### src/hdl/afr_pkg.sv
// ----------------------------------------------------------------------------
// afr_pkg
// Shared types, codes and constants of the audio format resampler.
// ----------------------------------------------------------------------------
package afr_pkg;

	localparam int MAX_RUN    = 64;
	localparam int RATE_WIDTH = 16;
	localparam int RUN_W      = $clog2(MAX_RUN + 1);

	typedef enum logic [2:0] {
		FMT_F32 = 3'd0,
		FMT_I32 = 3'd1,
		FMT_I16 = 3'd2,
		FMT_I8  = 3'd3,
		FMT_U8  = 3'd4
	} fmt_code_t;

	typedef enum logic [2:0] {
		REG_SRC_FMT  = 3'd0,
		REG_DST_FMT  = 3'd1,
		REG_GAIN     = 3'd2,
		REG_SRC_RATE = 3'd3,
		REG_DST_RATE = 3'd4
	} reg_index_t;

	localparam logic [31:0] S32_PEAK  = 32'h7FFF_FFFF;
	localparam logic [31:0] S16_PEAK  = 32'h0000_7FFF;
	localparam logic [31:0] S8_PEAK   = 32'h0000_007F;
	localparam logic [31:0] U8_PEAK   = 32'h0000_00FF;
	localparam logic [31:0] GAIN_ONE  = 32'h0100_0000;
	localparam logic [31:0] Q30_ONE   = 32'h4000_0000;
	localparam logic [31:0] Q30_TWO   = 32'h8000_0000;

	typedef struct packed {
		logic        neg;
		logic [31:0] mag;
	} smag_t;

	// float32 to Q2.30 magnitude, truncated toward zero, saturating
	function automatic smag_t float_to_q30(input logic [31:0] raw);
		logic [7:0]  e;
		logic [23:0] m;
		smag_t       r;
		e     = raw[30:23];
		m     = {1'b1, raw[22:0]};
		r.neg = raw[31];
		if (e == 8'd0) begin
			r.mag = '0;
		end else if (e == 8'd255 && raw[22:0] != '0) begin
			r.mag = '0;
		end else if (e >= 8'd128) begin
			r.mag = raw[31] ? Q30_TWO : Q30_TWO - 32'd1;
		end else if (e >= 8'd120) begin
			r.mag = {8'd0, m} << (e - 8'd120);
		end else if ((8'd120 - e) >= 8'd32) begin
			r.mag = '0;
		end else begin
			r.mag = {8'd0, m} >> (8'd120 - e);
		end
		return r;
	endfunction

endpackage

### src/hdl/audio_format_resampler.sv
// ----------------------------------------------------------------------------
// audio_format_resampler
// Sample format converter with nearest-neighbour rate conversion.
// ----------------------------------------------------------------------------
// an accepted item with results runs the 17-step phase divider, then gain
//   on the shared multiplier; integer results are scaled there again and
//   encoded, nonzero float results go through the bit-serial normaliser;
//   the input stalls until the last result of the run is issued, and the run
//   has no gaps while the output does not stall; an item with no results is
//   taken in idle without a stall; reset: arst_n clears sequencer, valid, phase
//   and returns the registers to float32/float32, unity gain, rates of one
module audio_format_resampler (
	input  logic                         clk,
	input  logic                         arst_n,
	input  logic                         cfg_valid,
	output logic                         cfg_ready,
	input  logic [2:0]                   cfg_index,
	input  logic [31:0]                  cfg_data,
	input  logic                         in_valid,
	output logic                         in_stall,
	input  logic [31:0]                  sample_in,
	input  logic                         buffer_start,
	output logic                         out_valid,
	input  logic                         out_stall,
	output logic [31:0]                  sample_out,
	output logic                         run_last
);
	import afr_pkg::*;

	typedef enum logic [3:0] {
		S_IDLE, S_PDIV, S_MGAIN, S_GCLAMP, S_EMUL, S_ENC, S_FNORM, S_EMIT
	} state_t;

	state_t                 state_q;
	logic [2:0]             src_fmt_q, dst_fmt_q;
	logic [31:0]            gain_q;
	logic [RATE_WIDTH-1:0]  src_rate_q, dst_rate_q;
	logic [RATE_WIDTH:0]    phase_q;
	logic [31:0]            raw_q;
	logic [RATE_WIDTH:0]    dvd_q;
	logic [31:0]            rem_q;
	logic [31:0]            dvs_q;
	logic [5:0]             cnt_q;
	logic [31:0]            mag_q;
	logic                   neg_q;
	logic [63:0]            prod_q;
	logic [31:0]            res_q;
	logic [RUN_W-1:0]       left_q;
	logic                   vld_q, last_q;
	logic [31:0]            dout_q;

	// rates with zero read as one
	logic [RATE_WIDTH-1:0]  src_r, dst_r;
	logic                   fmt_ok, accept;
	logic [RATE_WIDTH:0]    acc;
	logic [32:0]            trial;
	logic                   ge;
	logic [31:0]            rem_nx;
	logic [RATE_WIDTH:0]    dvd_nx;
	logic [31:0]            enc_max, mul_b;
	logic [63:0]            mul_p;
	logic [RATE_WIDTH+1:0]  run_n;
	logic [RATE_WIDTH:0]    new_phase;
	smag_t                  fsrc;
	logic [31:0]            ival;
	logic                   isign;
	logic [31:0]            iabs;
	logic [7:0]             u8d;
	logic [31:0]            ihalf;
	logic [9:0]             i8x4;
	logic [31:0]            inorm;
	logic [33:0]            ienc_v;
	logic [39:0]            up;
	logic [39:0]            ut;
	logic [31:0]            enc_res;
	logic [31:0]            gmag;

	assign cfg_ready = 1'b1;
	assign in_stall  = (state_q != S_IDLE);
	assign accept    = in_valid && !in_stall;
	assign out_valid = vld_q;
	assign sample_out = dout_q;
	assign run_last  = last_q;

	assign src_r  = (src_rate_q == '0) ? RATE_WIDTH'(1) : src_rate_q;
	assign dst_r  = (dst_rate_q == '0) ? RATE_WIDTH'(1) : dst_rate_q;
	assign fmt_ok = (src_fmt_q <= FMT_U8) && (dst_fmt_q <= FMT_U8) &&
	                (src_fmt_q == FMT_F32 || dst_fmt_q == FMT_F32);
	assign acc    = buffer_start ? '0 : phase_q;

	// restoring divider step
	assign trial  = {rem_q, dvd_q[RATE_WIDTH]};
	assign ge     = trial >= {1'b0, dvs_q};
	assign rem_nx = ge ? 32'(trial - {1'b0, dvs_q}) : trial[31:0];
	assign dvd_nx = {dvd_q[RATE_WIDTH-1:0], ge};

	assign run_n     = {1'b0, dvd_nx} + (RATE_WIDTH+2)'(1);
	assign new_phase = {1'b0, src_r} - (RATE_WIDTH+1)'(1) - {1'b0, rem_nx[RATE_WIDTH-1:0]};

	// source normalization operands
	assign fsrc = float_to_q30(raw_q);
	always_comb begin
		u8d = raw_q[7:0] - 8'd128;
		case (src_fmt_q)
			FMT_I16: ival = {{16{raw_q[15]}}, raw_q[15:0]};
			FMT_I8:  ival = {{24{raw_q[7]}}, raw_q[7:0]};
			FMT_U8:  ival = {{24{u8d[7]}}, u8d};
			default: ival = raw_q;
		endcase
		isign = ival[31];
		iabs  = isign ? 32'(0 - ival) : ival;
	end

	// magnitude times 2^30 over full scale: full scale is one less than a power
	// of two, so the quotient is a sum of shifted copies, plus a small compare but for u8
	always_comb begin
		ihalf = {1'b0, iabs[31:1]};
		i8x4  = {iabs[7:0], 2'b00};
		case (src_fmt_q)
			FMT_I16: inorm = {iabs[16:0], 15'd0} + iabs + 32'(iabs >= S16_PEAK);
			FMT_I8:  inorm = {iabs[8:0], 23'd0} + {iabs[15:0], 16'd0} +
			                 {iabs[22:0], 9'd0} + {iabs[29:0], 2'd0} +
			                 32'(i8x4 >= 10'd127) + 32'(i8x4 >= 10'd254) +
			                 32'(i8x4 >= 10'd381) + 32'(i8x4 >= 10'd508);
			FMT_U8:  inorm = {iabs[8:0], 23'd0} + {iabs[16:0], 15'd0} +
			                 {iabs[24:0], 7'd0} + ihalf;
			default: inorm = ihalf + 32'(({1'b0, ihalf} + {2'b0, iabs[0], 30'd0}) >=
			                             {1'b0, S32_PEAK});
		endcase
	end

	always_comb begin
		case (dst_fmt_q)
			FMT_I32: enc_max = S32_PEAK;
			FMT_I16: enc_max = S16_PEAK;
			FMT_I8:  enc_max = S8_PEAK;
			default: enc_max = U8_PEAK;
		endcase
	end

	// one multiplier, shared by gain and destination scaling
	assign mul_b = (state_q == S_MGAIN) ? gain_q : enc_max;
	assign mul_p = {32'd0, mag_q} * {32'd0, mul_b};

	assign gmag = (prod_q[63:24] > {8'd0, Q30_TWO}) ? Q30_TWO : prod_q[55:24];

	always_comb begin
		ienc_v = prod_q[63:30];
		up     = prod_q[39:0];
		ut     = '0;
		if (dst_fmt_q == FMT_U8) begin
			if (neg_q) begin
				if (up > 40'h40_0000_0000) begin
					enc_res = '0;
				end else begin
					ut      = (40'h40_0000_0000 - up) >> 31;
					enc_res = {24'd0, ut[7:0]};
				end
			end else begin
				ut      = (40'h40_0000_0000 + up) >> 31;
				enc_res = (ut > 40'd255) ? U8_PEAK : {24'd0, ut[7:0]};
			end
		end else begin
			if (neg_q) begin
				if (ienc_v > {2'b0, enc_max} + 34'd1) begin
					ienc_v = {2'b0, enc_max} + 34'd1;
				end
				enc_res = 32'(0 - ienc_v[31:0]);
			end else begin
				if (ienc_v > {2'b0, enc_max}) begin
					ienc_v = {2'b0, enc_max};
				end
				enc_res = ienc_v[31:0];
			end
			case (dst_fmt_q)
				FMT_I16: enc_res = {16'd0, enc_res[15:0]};
				FMT_I8:  enc_res = {24'd0, enc_res[7:0]};
				default: enc_res = enc_res;
			endcase
		end
	end

	always_ff @(posedge clk or negedge arst_n) begin
		if (!arst_n) begin
			state_q    <= S_IDLE;
			src_fmt_q  <= FMT_F32;
			dst_fmt_q  <= FMT_F32;
			gain_q     <= GAIN_ONE;
			src_rate_q <= RATE_WIDTH'(1);
			dst_rate_q <= RATE_WIDTH'(1);
			phase_q    <= '0;
			vld_q      <= 1'b0;
			left_q     <= '0;
			cnt_q      <= '0;
		end else begin
			if (cfg_valid) begin
				case (cfg_index)
					REG_SRC_FMT:  src_fmt_q  <= cfg_data[2:0];
					REG_DST_FMT:  dst_fmt_q  <= cfg_data[2:0];
					REG_GAIN:     gain_q     <= cfg_data;
					REG_SRC_RATE: src_rate_q <= cfg_data[RATE_WIDTH-1:0];
					REG_DST_RATE: dst_rate_q <= cfg_data[RATE_WIDTH-1:0];
					default: ;
				endcase
			end
			if (vld_q && !out_stall && state_q != S_EMIT) begin
				vld_q <= 1'b0;
			end
			case (state_q)
				S_IDLE: begin
					if (accept) begin
						raw_q <= sample_in;
						if (!fmt_ok) begin
							phase_q <= acc;
						end else if (acc >= {1'b0, dst_r}) begin
							phase_q <= acc - {1'b0, dst_r};
						end else begin
							dvd_q   <= {1'b0,
							            RATE_WIDTH'({1'b0, dst_r} - acc - (RATE_WIDTH+1)'(1))};
							rem_q   <= '0;
							dvs_q   <= {(32-RATE_WIDTH)'(0), src_r};
							cnt_q   <= 6'(RATE_WIDTH + 1);
							state_q <= S_PDIV;
						end
					end
				end
				S_PDIV: begin
					dvd_q <= dvd_nx;
					rem_q <= rem_nx;
					cnt_q <= cnt_q - 6'd1;
					if (cnt_q == 6'd1) begin
						phase_q <= new_phase;
						left_q  <= (run_n > (RATE_WIDTH+2)'(MAX_RUN)) ?
						           RUN_W'(MAX_RUN) : RUN_W'(run_n);
						rem_q   <= '0;
						state_q <= S_MGAIN;
						if (src_fmt_q == FMT_F32) begin
							mag_q <= fsrc.mag;
							neg_q <= fsrc.neg;
						end else begin
							mag_q <= inorm;
							neg_q <= isign;
						end
					end
				end
				S_MGAIN: begin
					prod_q  <= mul_p;
					state_q <= S_GCLAMP;
				end
				S_GCLAMP: begin
					if (dst_fmt_q == FMT_F32) begin
						cnt_q <= '0;
						if (gmag == '0) begin
							res_q   <= '0;
							state_q <= S_EMIT;
						end else begin
							mag_q   <= (gmag > Q30_ONE) ? Q30_ONE : gmag;
							state_q <= S_FNORM;
						end
					end else begin
						mag_q   <= gmag;
						state_q <= S_EMUL;
					end
				end
				S_EMUL: begin
					prod_q  <= mul_p;
					state_q <= S_ENC;
				end
				S_ENC: begin
					res_q   <= enc_res;
					state_q <= S_EMIT;
				end
				S_FNORM: begin
					// shift left until the leading one reaches bit 30
					if (mag_q[30]) begin
						res_q   <= {neg_q, 8'(8'd127 - {2'd0, cnt_q}), mag_q[29:7]};
						state_q <= S_EMIT;
					end else begin
						mag_q <= {mag_q[30:0], 1'b0};
						cnt_q <= cnt_q + 6'd1;
					end
				end
				S_EMIT: begin
					if (!vld_q || !out_stall) begin
						vld_q  <= 1'b1;
						dout_q <= res_q;
						last_q <= (left_q == RUN_W'(1));
						left_q <= left_q - RUN_W'(1);
						if (left_q == RUN_W'(1)) begin
							state_q <= S_IDLE;
						end
					end
				end
				default: state_q <= S_IDLE;
			endcase
		end
	end

endmodule

### config.mk
export PLATFORM = sky130hd
export DESIGN_NAME = audio_format_resampler
export DESIGN_NICKNAME = d
export VERILOG_FILES = /design/src/hdl/afr_pkg.sv /design/src/hdl/audio_format_resampler.sv
export SDC_FILE = /design/constraint.sdc
export NUM_CORES = 2
export LEC_CHECK = 0
export ABC_AREA = 1
export BUFFER_PORTS_ARGS = -buffer_cell sky130_fd_sc_hd__buf_2
export CORE_AREA = 2 2 445 271
export DETAILED_ROUTE_END_ITERATION = 16
export DIE_AREA = 0 0 447 273
export PLACE_DENSITY = 0.74
export SETUP_SLACK_MARGIN = 0.05
export SYNTH_ARGS = -nofsm -noshare
export SYNTH_HDL_FRONTEND = slang
export SYNTH_SLANG_ARGS = --single-unit
### constraint.sdc
create_clock -name clk -period 24 [get_ports clk]
set_clock_uncertainty 0.1 [all_clocks]
set_input_delay 4.8 -clock clk [delete_from_list [all_inputs] [get_ports clk]]
set_output_delay 4.8 -clock clk [all_outputs]
set_load 0.01 [all_outputs]
==> impl_summary.md <==
STA
Setup repair after global routing left no endpoint under its margin. The hold violation total from the final report is 0. Setup violations remaining at the end of the flow were counted as 0.

Headroom to the max-slew limit came out at 7.55%. For the final routed database, the setup TNS stands at 0 ns. In the finished design, the share of the clock period the worst path needs comes to between 40% and 50%.

The maximum operating frequency is slightly below 90 MHz. At the pin with the least slew margin, the transition time is 1.39 ns. The final count of pins violating max slew is 0. Setup slack on the critical path of the routed design comes to around 13 ns. The minimum clock period is roughly 11 ns.

Route
The number of design-rule violations left by the first detailed-router iteration is about 9300. The detail route stage leaves a number of antenna-violating nets equal to 0. The highest layer touched by signal routing is met5.

After detailed routing, the average wire length per cell comes to 26.2 um. Summed over all nets, wire length on met3 after detailed routing comes to between 40000 and 50000 um. The number of search-and-repair iterations in the first detailed-routing pass is 7.

Summed over all nets, wire length on met2 after detailed routing comes to roughly 95000 um. For this run, design rule violations remaining after detail routing come to 0. The routed layout has around 62000 vias. The detail-routed via count per cell is around 6. After detailed routing, the wire length on met1 is around 110000 um. The wire length reported by the detailed router is roughly 270000 um.

Synth
The simple-gate portion of the synthesized area is about 22%. The share of synthesized area occupied by flip-flops and latches is 15.8%. The cell taking the most area after synthesis is sky130_fd_sc_hd__fa_1. The async set-or-reset flop fraction in the synthesized netlist is between 20% and 30%. After synthesis, the largest family of logic cells by area is adder cells. The post-synthesis mux area share is less than 1%. The synthesized design contains about 260 enable-type register cells. Ranked by total cell area, the synthesized netlist is headed by sky130_fd_sc_hd__fa_1 (28%), sky130_fd_sc_hd__edfxtp_1 (12%), sky130_fd_sc_hd__nand2_1 (9.7%). After synthesis the netlist holds a flip-flop and latch count of ~360. The synthesized netlist devotes between 10% and 20% of its cell area to compound gates. The count of mapped cells out of synthesis is roughly 8600.

The average instance area after synthesis is 7.60 um^2. The adder-cell share of the synthesized area is roughly 38%. The synthesis warning total is 0. Summing the areas of all xor and xnor instances in the mapped netlist gives under 10% of the synthesized area. The cell area after technology mapping is 65600 um^2. The most instantiated flip-flop cell in the synthesis netlist is sky130_fd_sc_hd__edfxtp_1. The number of different library cells in the post-synthesis netlist is between 70 and 80. In this run the biggest area consumer among cell types represents 28.4% of the synthesized area.

Clocking
The buffer depth of the longest clock path is 3. The H-tree generated during clock tree synthesis spans 2 levels. The number of setup buffers added after CTS is 0. The sink count of the clock tree is 363. The number of clock buffers inserted by TritonCTS is 41. The clock latency reported for the late side of the worst-skew pair is between 0.6 and 0.7 ns.

CTS placed an instance of sky130_fd_sc_hd__clkbuf_16 at the clock tree root. TritonCTS built the clock tree. Hold repair after CTS inserted 0 buffers.

The clock slew seen by the registers of the worst setup and hold paths is about 0.070 ns. Gates resized during post-CTS repair numbered 0.

GRT
The largest net degree at the start of global routing is between 60 and 70. The initial antenna violation count is 8. The number of global-route vias before repair is 58800.

Global routing used 43.6% of the available tracks across all layers. The first global-routing pass estimated just under 400000 um of wire. Summed over all layers, the global routing overflow is 0.

Die
The floorplan has slightly below 100 rows. Pin placement for this block handled ~110 I/O pins. The height of the die is approximately 270 um. The core region is between 100000 and 150000 um^2.

The floorplan step defined a die boundary enclosing between 100000 and 150000 um^2. Measured along the x axis, the die boundary spans 447 um. For this configuration, the core starts out at a cell density of a little under three fifths.

Flow run
The reported max-cap violation count is 0.

Finish
The growth of design area from synthesis to finish is 5.43%. The fill cell instance count of the final layout is 10900. The library cells used most frequently in the layout, excluding fill and tap cells, are sky130_fd_sc_hd__nand2_1 (1692), sky130_fd_sc_hd__inv_1 (1604), sky130_fd_sc_hd__nor2_1 (1037).

The layout cell share with drive strength beyond 1 is approximately 5.8%. The final net count is between 10000 and 15000. The final core area utilization is approximately three fifths.

The finished cells cover 69200 um^2. The most common cell after layout, fill and taps aside is sky130_fd_sc_hd__nand2_1.

Placement
The pre-CTS worst setup slack is approximately 13 ns. The HPWL after detailed placement is ~220000 um. The final RePlAce weighted congestion is between 1 and 1.5. The number of input and output port buffers inserted is 107.

The standard cell area after detailed placement is approximately 68000 um^2.

Setup path
For the worst setup path, the data required time is 24.29 ns. The worst path arrival time is between 10 and 15 ns. Among all stages on the critical path, the largest delay is contributed by sky130_fd_sc_hd__clkinv_1.

The longest individual stage delay on the worst path is between 1 and 1.5 ns. The worst setup slack for register-to-register paths is about 13 ns. STA classifies the critical path endpoint as a register. The critical setup path kind is register to register.

The maximum fanout along the worst path is 26. The nature of the critical path startpoint is a register.

Worst hold path
The path class of the tightest hold or removal check is register to register.

Run status
The flow ran to the end, and the final reports show no timing, DRC or antenna violations.
-- per-layer routing --
layer,global-route usage [%],vias up
met3,21.3,559
met4,10.2,4
li1,-,26800
met2,53.2,4549
met1,67.0,30100
met5,1.82,-
-- sequential cells by signal, summed over array words and instances, names as in the netlist, 3 cells and up --
| register | cells |
|---|---|
| cnt_q | 6 |
| rem_q | 32 |
| state_q | 3 |
| src_fmt_q | 3 |
| sample_out | 32 |
| res_q | 32 |
| dst_fmt_q | 3 |
| left_q | 7 |
| prod_q | 64 |
| phase_q | 17 |
| gain_q | 32 |
| src_rate_q | 16 |
| dst_rate_q | 16 |
| dvd_q | 17 |
| dvs_q | 16 |
| raw_q | 32 |
| mag_q | 32 |
-- path summary, 6_finish.rpt --
kind,start,to,depth (start not counted)
max,state_q[1]$_DFFE_PN0P_,prod_q[63]$_DFFE_PP_,33
max in group asynchronous,arst_n,gain_q[17]$_DFFE_PN0P_,2
max reg2reg,state_q[1]$_DFFE_PN0P_,prod_q[63]$_DFFE_PP_,33
min reg2reg,res_q[24]$_DFFE_PP_,sample_out[24]$_DFFE_PP_,0
min in group asynchronous,arst_n,src_rate_q[13]$_DFFE_PN0P_,1
min,res_q[24]$_DFFE_PP_,sample_out[24]$_DFFE_PP_,0
-- logic make-up (layout without fill, tap and decap cells) --
family | Yosys count | in the layout
AND/OR/NAND/NOR | 3447 | 3447
AO/OA/AOI/OAI | 1209 | 1209
adder cells (fa/ha/maj) | 1412 | 1412
multiplexers | 23 | 23
buffers and inverters | 2001 | 1957
XOR/XNOR | 169 | 169
other | 1 | 12
flip-flops | 363 | 363
-- synth_stat cells, drive strengths merged (43+ instances only) --
library cell,instances
dfrtp,101
xnor2,61
o211ai,48
nand2,1743
a21oi,442
nor3,79
o21ai,503
nor4,43
buf,45
xor2,108
nor2,1086
nand4,79
fa,932
nand3,335
a31oi,86
edfxtp,259
ha,480
inv,1626
clkbuf,299
-- stage by stage --
stage | hold WS (ns) | instances
after floorplan | 0.300 | 8627
after global placement | 0.304 | 10100
after detailed placement | 0.307 | 10100
after CTS | 0.314 | 10200
after global routing | 0.325 | 10200
final | 0.313 | 10200
-- worst max-delay path: cells and delay by family (launching register included) --
family | cells | cell delay (ns)
buffers and inverters | 9 | 2.16
adders and majority gates | 9 | 4.23
and+or+nand+nor | 7 | 2.07
xor gates and xnor gates | 1 | 0.08
DFF | 1 | 0.46
AOI/OAI and AO/OA | 7 | 1.93
-- layout make-up --
cell class	count	area (um^2)	area share (%)
Clock inverter	28	338	0.489
Clock buffer	48	1060	1.54
Antenna cell	9	22.5	0.0326
Inverter	1657	6220	9.00
Timing Repair Buffer	224	1420	2.05
Multi-Input combinational cell	6263	47700	69.0
Tap cell	1600	2000	2.89
Sequential cell	363	10400	15.0
Power is not shown: default switching activity piles up to over one toggle a cycle in this logic, so the estimate is an artifact.
